File: src/hw/rtl/ils_pkg.sv
// shared types and constants of the indexed list store
`default_nettype none

package ils_pkg;

  // fixed field widths of the request and response transactions
  localparam int unsigned OpW     = 3;
  localparam int unsigned IndexW  = 5;
  localparam int unsigned ValueW  = 32;
  localparam int unsigned DataW   = 32;
  localparam int unsigned LengthW = 5;

  // request operation codes
  typedef enum logic [OpW-1:0] {
    OP_APPEND  = 3'd0,
    OP_INSERT  = 3'd1,
    OP_SET     = 3'd2,
    OP_REMOVE  = 3'd3,
    OP_GET     = 3'd4,
    OP_REVERSE = 3'd5,
    OP_CLEAR   = 3'd6
  } op_e;

  // controller states
  typedef enum logic [0:0] {
    ST_IDLE = 1'b0,
    ST_EXEC = 1'b1
  } ctrl_state_e;

  // commands from controller to datapath
  typedef struct packed {
    logic capture;  // load request fields
    logic exec;     // perform operation, load response
  } ils_cmd_t;

endpackage

`default_nettype wire

File: src/hw/rtl/ils_ctrl.sv
// controller state machine: handshakes and sequencing of one transaction
`default_nettype none

module ils_ctrl
  import ils_pkg::*;
(
  input  wire logic     clk_i,
  input  wire logic     rst_ni,
  input  wire logic     in_valid_i,
  output logic          in_ready_o,
  output logic          out_valid_o,
  input  wire logic     out_ready_i,
  output ils_cmd_t      cmd_o
);

  ctrl_state_e state_q, state_d;
  logic        out_valid_q, out_valid_d;

  // state and response valid registers
  always_ff @(posedge clk_i or negedge rst_ni) begin
    if (!rst_ni) begin
      state_q     <= ST_IDLE;
      out_valid_q <= 1'b0;
    end else begin
      state_q     <= state_d;
      out_valid_q <= out_valid_d;
    end
  end

  // next state and commands
  always_comb begin
    state_d       = state_q;
    in_ready_o    = 1'b0;
    cmd_o.capture = 1'b0;
    cmd_o.exec    = 1'b0;
    case (state_q)
      ST_IDLE: begin
        // take a request once the response slot is free or being emptied
        in_ready_o = !out_valid_q || out_ready_i;
        if (in_valid_i && in_ready_o) begin
          cmd_o.capture = 1'b1;
          state_d       = ST_EXEC;
        end
      end
      ST_EXEC: begin
        cmd_o.exec = 1'b1;
        state_d    = ST_IDLE;
      end
      default: begin
        state_d = ST_IDLE;
      end
    endcase
  end

  // response slot
  always_comb begin
    out_valid_d = out_valid_q;
    if (cmd_o.exec) begin
      out_valid_d = 1'b1;
    end else if (out_ready_i) begin
      out_valid_d = 1'b0;
    end
  end

  assign out_valid_o = out_valid_q;

  // response slot is always empty while an operation executes
  assert property (@(posedge clk_i) disable iff (!rst_ni)
    state_q == ST_EXEC |-> !out_valid_q)
    else $error("response slot occupied during execute");

  // a response appears only after an execute cycle
  assert property (@(posedge clk_i) disable iff (!rst_ni)
    $rose(out_valid_q) |-> $past(state_q == ST_EXEC))
    else $error("response without execute");

  // every accepted request is executed in the following cycle
  assert property (@(posedge clk_i) disable iff (!rst_ni)
    in_valid_i && in_ready_o |=> state_q == ST_EXEC)
    else $error("accepted request not executed");

endmodule

`default_nettype wire

File: src/hw/rtl/ils_datapath.sv
// datapath: request registers, row of element cells, count and response registers
`default_nettype none

module ils_datapath
  import ils_pkg::*;
#(
  parameter int unsigned DEPTH         = 16,
  parameter int unsigned ELEMENT_WIDTH = 32
) (
  input  wire logic               clk_i,
  input  wire logic               rst_ni,
  input  wire ils_cmd_t           cmd_i,
  input  wire logic [OpW-1:0]     op_i,
  input  wire logic [IndexW-1:0]  index_i,
  input  wire logic [ValueW-1:0]  value_i,
  output logic                    ok_o,
  output logic [DataW-1:0]        data_o,
  output logic [LengthW-1:0]      length_o
);

  localparam int unsigned AW = (DEPTH > 1) ? $clog2(DEPTH) : 1;
  localparam int unsigned CW = $clog2(DEPTH + 1);
  // common width for positions, indexes and the count
  localparam int unsigned LW0 = (CW > IndexW) ? CW : IndexW;
  localparam int unsigned LW  = (LW0 > LengthW) ? LW0 : LengthW;
  // width that holds both an element and a value or data word
  localparam int unsigned XW  = (ELEMENT_WIDTH > ValueW) ? ELEMENT_WIDTH : ValueW;

  logic [OpW-1:0]           op_q;
  logic [IndexW-1:0]        index_q;
  logic [ValueW-1:0]        value_q;
  logic [ELEMENT_WIDTH-1:0] cells_q [DEPTH];
  logic [ELEMENT_WIDTH-1:0] cells_d [DEPTH];
  logic [CW-1:0]            count_q, count_d;
  logic                     rev_q, rev_d;
  logic                     ok_q, ok_d;
  logic [DataW-1:0]         data_q, data_d;

  logic [LW-1:0]            cnt_ext, idx_ext, pos_log, ins_pos, acc_pos, pos;
  logic                     can_grow, in_range;
  logic                     do_ins, do_rem, do_set, do_rd;
  logic [XW-1:0]            val_ext, rd_ext;
  logic [ELEMENT_WIDTH-1:0] elem, rd_elem;

  // request registers
  always_ff @(posedge clk_i) begin
    if (cmd_i.capture) begin
      op_q    <= op_i;
      index_q <= index_i;
      value_q <= value_i;
    end
  end

  // bounds and physical positions; reversal flips the cell order
  assign cnt_ext  = LW'(count_q);
  assign idx_ext  = LW'(index_q);
  assign pos_log  = (op_q == OP_APPEND) ? cnt_ext : idx_ext;
  assign can_grow = cnt_ext < LW'(DEPTH);
  assign in_range = idx_ext < cnt_ext;
  assign ins_pos  = rev_q ? (cnt_ext - pos_log) : pos_log;
  assign acc_pos  = rev_q ? (cnt_ext - LW'(1) - idx_ext) : idx_ext;

  // element value and read word
  assign val_ext = XW'(value_q);
  assign elem    = val_ext[ELEMENT_WIDTH-1:0];
  assign rd_elem = cells_q[pos[AW-1:0]];
  assign rd_ext  = XW'(rd_elem);

  // operation decode
  always_comb begin
    ok_d    = 1'b0;
    do_ins  = 1'b0;
    do_rem  = 1'b0;
    do_set  = 1'b0;
    do_rd   = 1'b0;
    pos     = acc_pos;
    count_d = count_q;
    rev_d   = rev_q;
    case (op_q)
      OP_APPEND, OP_INSERT: begin
        pos    = ins_pos;
        ok_d   = (pos_log <= cnt_ext) && can_grow;
        do_ins = ok_d;
      end
      OP_SET: begin
        ok_d   = in_range;
        do_set = ok_d;
        do_rd  = ok_d;
      end
      OP_REMOVE: begin
        ok_d   = in_range;
        do_rem = ok_d;
        do_rd  = ok_d;
      end
      OP_GET: begin
        ok_d  = in_range;
        do_rd = ok_d;
      end
      OP_REVERSE: begin
        ok_d  = 1'b1;
        rev_d = !rev_q;
      end
      OP_CLEAR: begin
        ok_d    = 1'b1;
        count_d = '0;
        rev_d   = 1'b0;
      end
      default: begin
        ok_d = 1'b0;
      end
    endcase
    if (do_ins) begin
      count_d = count_q + CW'(1);
    end else if (do_rem) begin
      count_d = count_q - CW'(1);
    end
    data_d = do_rd ? rd_ext[DataW-1:0] : '0;
  end

  // row of cells: each cell takes its lower or upper neighbour or the new value
  for (genvar j = 0; j < DEPTH; j++) begin : g_cell
    localparam logic [LW-1:0] JPos = LW'(j);
    logic [ELEMENT_WIDTH-1:0] from_below, from_above;
    if (j > 0) begin : g_below
      assign from_below = cells_q[j-1];
    end else begin : g_no_below
      assign from_below = cells_q[j];
    end
    if (j < DEPTH - 1) begin : g_above
      assign from_above = cells_q[j+1];
    end else begin : g_no_above
      assign from_above = cells_q[j];
    end
    always_comb begin
      cells_d[j] = cells_q[j];
      if (do_ins) begin
        if (JPos == pos) begin
          cells_d[j] = elem;
        end else if (JPos > pos) begin
          cells_d[j] = from_below;
        end
      end else if (do_rem) begin
        if (JPos >= pos) begin
          cells_d[j] = from_above;
        end
      end else if (do_set) begin
        if (JPos == pos) begin
          cells_d[j] = elem;
        end
      end
    end
  end

  // element storage, no reset
  always_ff @(posedge clk_i) begin
    if (cmd_i.exec) begin
      cells_q <= cells_d;
    end
  end

  // response payload
  always_ff @(posedge clk_i) begin
    if (cmd_i.exec) begin
      ok_q   <= ok_d;
      data_q <= data_d;
    end
  end

  // list length and orientation
  always_ff @(posedge clk_i or negedge rst_ni) begin
    if (!rst_ni) begin
      count_q <= '0;
      rev_q   <= 1'b0;
    end else if (cmd_i.exec) begin
      count_q <= count_d;
      rev_q   <= rev_d;
    end
  end

  assign ok_o     = ok_q;
  assign data_o   = data_q;
  assign length_o = cnt_ext[LengthW-1:0];

  // the list never holds more than its capacity
  assert property (@(posedge clk_i) disable iff (!rst_ni)
    LW'(count_q) <= LW'(DEPTH))
    else $error("count above capacity");

  // a successful insert grows the list by one
  assert property (@(posedge clk_i) disable iff (!rst_ni)
    cmd_i.exec && do_ins |=> count_q == $past(count_q) + CW'(1))
    else $error("insert did not grow the list");

  // count only changes in an execute cycle
  assert property (@(posedge clk_i) disable iff (!rst_ni)
    !cmd_i.exec |=> $stable(count_q) && $stable(rev_q))
    else $error("list state changed outside execute");

endmodule

`default_nettype wire

File: src/hw/rtl/indexed_list_store_unit.sv
// top level of the indexed list store: controller and datapath
//
//  channel   direction  handshake                  payload
//  request   in         in_valid_i / in_ready_o    op_i, index_i, value_i
//  response  out        out_valid_o / out_ready_i  ok_o, data_o, length_o
//
// each transaction is first captured into the request registers, then the execute
// step runs the operation across the row of cells, which moves every entry at once
// reverse flips an orientation flag, so no operation needs more than one pass
// the response register holds the result; a new request is taken once the
// response has gone or goes at the same edge
// reset clears the count and orientation; cells hold unknown data until written
`default_nettype none

module indexed_list_store_unit
  import ils_pkg::*;
#(
  parameter int unsigned DEPTH         = 16,
  parameter int unsigned ELEMENT_WIDTH = 32
) (
  input  wire logic               clk_i,
  input  wire logic               rst_ni,
  input  wire logic               in_valid_i,
  output logic                    in_ready_o,
  input  wire logic [OpW-1:0]     op_i,
  input  wire logic [IndexW-1:0]  index_i,
  input  wire logic [ValueW-1:0]  value_i,
  output logic                    out_valid_o,
  input  wire logic               out_ready_i,
  output logic                    ok_o,
  output logic [DataW-1:0]        data_o,
  output logic [LengthW-1:0]      length_o
);

  ils_cmd_t cmd;

  // sequencing and handshakes
  ils_ctrl u_ctrl (
    .clk_i       (clk_i),
    .rst_ni      (rst_ni),
    .in_valid_i  (in_valid_i),
    .in_ready_o  (in_ready_o),
    .out_valid_o (out_valid_o),
    .out_ready_i (out_ready_i),
    .cmd_o       (cmd)
  );

  // storage and operations
  ils_datapath #(
    .DEPTH         (DEPTH),
    .ELEMENT_WIDTH (ELEMENT_WIDTH)
  ) u_datapath (
    .clk_i    (clk_i),
    .rst_ni   (rst_ni),
    .cmd_i    (cmd),
    .op_i     (op_i),
    .index_i  (index_i),
    .value_i  (value_i),
    .ok_o     (ok_o),
    .data_o   (data_o),
    .length_o (length_o)
  );

endmodule

`default_nettype wire
File: config.mk
export PLATFORM = sky130hd
export DESIGN_NAME = indexed_list_store_unit
export DESIGN_NICKNAME = d
export VERILOG_FILES = /design/src/hw/rtl/ils_pkg.sv /design/src/hw/rtl/ils_ctrl.sv /design/src/hw/rtl/ils_datapath.sv /design/src/hw/rtl/indexed_list_store_unit.sv
export SDC_FILE = /design/constraint.sdc
export NUM_CORES = 2
export LEC_CHECK = 0
export ABC_AREA = 1
export BUFFER_PORTS_ARGS = -buffer_cell sky130_fd_sc_hd__buf_2
export CAP_MARGIN = 20
export CORE_ASPECT_RATIO = 1.4
export CORE_MARGIN = 4
export CORE_UTILIZATION = 45
export DETAILED_ROUTE_END_ITERATION = 7
export GPL_ROUTABILITY_DRIVEN = 0
export PLACE_DENSITY = 0.58
export SYNTH_ARGS = -nofsm -noshare
export SYNTH_HDL_FRONTEND = slang
export SYNTH_SLANG_ARGS = --single-unit
File: constraint.sdc
create_clock -name clk_i -period 16.65 [get_ports clk_i]
set_clock_uncertainty 0.2 [all_clocks]
set_input_delay 0.8325 -clock clk_i [delete_from_list [all_inputs] [get_ports clk_i]]
set_output_delay 0.8325 -clock clk_i [all_outputs]
set_load 0.1 [all_outputs]
==> flow_metrics.py <==
metrics = {
    "yosys": {
        "synth-async-reset-ratio": 0.0135,
        "syn_area_per_cell_um2": 7.54,
        "syn-cell-area_um2": 37700,
        "synth_xor_area_frac": 0.000698,
        "synth_top_area_frac": 0.466,
        "ys_ff_latch": 593,
        "yosysSeqAreaShare": 0.472,
        "synthAdderAreaFrac": 0.00638,
        "synth_top_cell_by_area": "edfxtp_1",
        "synth_top_flop_cell": "edfxtp_1",
        "synth_compound_area_frac": 0.156,
        "synth-simple-area-share": 0.277,
        "ys_types": 38,
        "yosysWarnings": 0,
        "synth_edf_count": 585,
        "synth_top_family_by_area": "simple AND/OR/NAND/NOR gates",
        "synth_top_cells_by_area": "edfxtp_1 (47%), nand2_1 (14%), a21oi_1 (9.5%), nand3_1 (8.3%), inv_1 (3.8%)",
        "syn_nets": 5054,
        "synthMuxAreaShare": 0,
        "synth_cells": 4992,
    },
    "timing": {
        "rsz0062_at_grt": "no",
        "whs_ps": 164,
        "hold_viol_final": 0,
        "setup_viol": 0,
        "slew_headroom": 0.220,
        "tightestPinTransition_ps": 1170,
        "period_minus_slack_ps": 6670,
        "period_share": 0.400,
        "tns_ps": 0,
        "drv_slew": 0,
        "fmax_ghz": 0.150,
    },
    "cells_and_area": {
        "drive_above_1_share": 0.0710,
        "regArea_um2": 17800,
        "fill_cells": 8148,
        "final_common_cell": "nand2_1",
        "final_cell_mix": "nand2_1 (1,430), a21oi_1 (703), nand3_1 (626)",
        "antennaDiodeCount": 0,
        "final_nets": 4867,
        "area_delta_synth_final_pct": 7.95,
        "multiInputGateArea_um2": 16900,
    },
    "grt": {
        "track_usage": 0.340,
        "grt_pass1_vias": 34800,
        "antenna_found_initial": 0,
        "grt_remaining_overflow": 0,
        "grt_pass1_wl_mm": 226,
        "grt_max_degree": 184,
    },
    "route": {
        "num_vias": 37000,
        "via_per_inst": 6.24,
        "detail-route-antenna-nets": 0,
        "drc": 0,
        "wl_mm": 155,
        "wl_per_cell_um": 26.2,
        "first_pass_iters": 6,
        "first_iter_violations": 4905,
    },
    "clock_network": {
        "clk_latency_ps": 650,
        "cts_root_buf": "clkbuf_16",
        "clock-sinks": 593,
        "cts_buffers": 69,
        "cts_tree": "yes",
        "clk_pin_slew_ps": 60,
        "cts_max_level": 3,
        "cts_resized": 0,
        "clk_path_buf_depth": 3,
        "postCtsHoldBufs": 1,
        "post_cts_buffers": 0,
    },
    "worst_setup_path": {
        "crit_family": "simple AND/OR/NAND/NOR gates",
        "required_ps": 16730,
        "arrival_ps": 6750,
        "cpPeakStageDelay_ps": 830,
        "cpMostUsedCell": "nand3_1",
        "worst_setup_path_start_kind": "flip-flop",
        "path_class": "reg -> reg",
        "crit_slowest_cell": "nand2_8",
        "crit_path_cell_trace": "nor2_4 -> nand2_4 -> o21ai_1 -> inv_1 -> ha_1 -> fa_1 -> inv_1 -> nand3_1 -> nand3_1 -> nand2_1 -> nand3_1 -> o211ai_1 -> nand2_8 -> buf_4 -> nand2_2 -> a21oi_4 -> buf_4",
        "crit_path_end_kind": "flip-flop",
        "crit_start": "u_datapath.op_q[2]",
        "path_buf_inv": 4,
        "crit_fanout": 126,
        "r2r-start": "u_datapath.op_q[2]",
    },
    "floorplanning": {
        "start_util": 0.454,
        "die_w_um": 253,
        "die_area_um2": 88500,
        "io_pins": 84,
        "die_height_um": 350,
        "design.core.area_um2": 83000,
        "num_rows": 125,
    },
    "min_path": {
        "hold_start": "value_i[1]",
        "min_path_type": "in -> reg",
    },
    "placed_design": {
        "io_buffers": 83,
        "hpwl_mm": 83.3,
    },
    "pwr": {
        "p_leak_nw": 16.1,
        "peakVddDrop_v": 0.000157,
        "p_per_area_nw_per_um2": 143,
        "power_w": 0.00581,
    },
    "run": {
        "cap_violations": 0,
    },
    "run_status": {
        "status": "finished, final reports clean",
    },
}
## state kept, by name, indices dropped and copies added, names as in the netlist, 3 cells and up
| signal | cells |
|---|---|
| u_datapath.g_cell.from_above | 416 |
| u_datapath.g_cell.from_below | 96 |
| u_datapath.data_o | 32 |
| u_datapath.elem | 32 |
| u_datapath.idx_ext | 5 |
| u_datapath.length_o | 5 |
| u_datapath.op_q | 3 |
## synth_stat cells (4+ instances only)
master,count
o211ai_1,67
o21ai_1,137
dfrtp_1,8
nand2_1,1441
o21ai_0,185
nor2_4,20
nor2_1,229
clkbuf_1,195
edfxtp_1,585
nor2_2,9
buf_4,11
a31oi_1,14
buf_2,187
nand4_1,94
ha_1,16
nand2_2,6
a21oi_1,715
nand3_1,627
inv_1,380
buf_1,30
nand3b_1,4
inv_2,7
## power by group
part           total, W  switching [W]  internal (W)
combinational   0.00259        0.00207      0.000522
sequential      0.00173      0.0000307       0.00170
clock           0.00148       0.000666      0.000819
## per-layer routing
| metal | share of wire | GRT usage | routed length (um) | vias to the layer above |
|---|---|---|---|---|
| met2 | 0.47 | 0.564 | 72600 | 2324 |
| met3 | 0.098 | 0.0542 | 15200 | 589 |
| li1 | - | - | - | 16600 |
| met5 | 0 | 0 | 0 | - |
| met1 | 0.37 | 0.424 | 57400 | 17500 |
| met4 | 0.065 | 0.190 | 10100 | 0 |
## worst register-to-register path, cell delays in order (launching register included)
cell	delay [ps]
edfxtp_1	460
nor2_4	290
nand2_4	150
o21ai_1	180
inv_1	60
ha_1	200
fa_1	400
inv_1	110
nand3_1	90
nand3_1	80
nand2_1	50
nand3_1	60
o211ai_1	320
nand2_8	830
buf_4	800
nand2_2	830
a21oi_4	720
buf_4	460
## cell families (layout without fill, tap and decap cells)
logic type,Yosys count,in the layout
AOI/OAI and AO/OA,1128,1128
and+or+nand+nor,2438,2438
xor gates and xnor gates,3,3
adders and majority gates,18,18
DFF,593,593
buffers and inverters,812,676
## path summary, 6_finish.rpt
kind | end | slack, ps | cells after the start
worst max-delay path | u_datapath.g_cell[0].from_below[19] | 9980 | 17
worst min-delay path | u_datapath.elem[1] | 160 | 1
worst max register to register | u_datapath.g_cell[0].from_below[19] | 9980 | 17
worst min register to register | u_datapath.g_cell[13].from_above[21] | 360 | 2
max in group asynchronous | u_ctrl.state_q | 15630 | 2
min in group asynchronous | u_datapath.length_o[0] | 400 | 2
## layout make-up
| type | count | area share |
|---|---|---|
| Inverter | 387 | 0.0361 |
| Multi-Input combinational cell | 3587 | 0.416 |
| Clock buffer | 86 | 0.0446 |
| Clock inverter | 36 | 0.00643 |
| Timing Repair Buffer | 167 | 0.0269 |
| Sequential cell | 593 | 0.437 |
| Tap cell | 1079 | 0.0332 |
## per-stage QoR
| stage | instance area, um2 | instances | utilization | setup WS, ps |
|---|---|---|---|---|
| 2_1_floorplan | 37700 | 4992 | - | 10300 |
| 3_3_place_gp | 38500 | 5807 | 0.464 | 10200 |
| 3_5_place_dp | 38600 | 5809 | 0.464 | 10160 |
| 4_1_cts | 40600 | 5932 | 0.489 | 10150 |
| 5_1_grt | 40700 | 5935 | 0.490 | 9790 |
| 6_report | 40700 | 5935 | 0.490 | 9980 |
(Power assumes the default switching activity.)
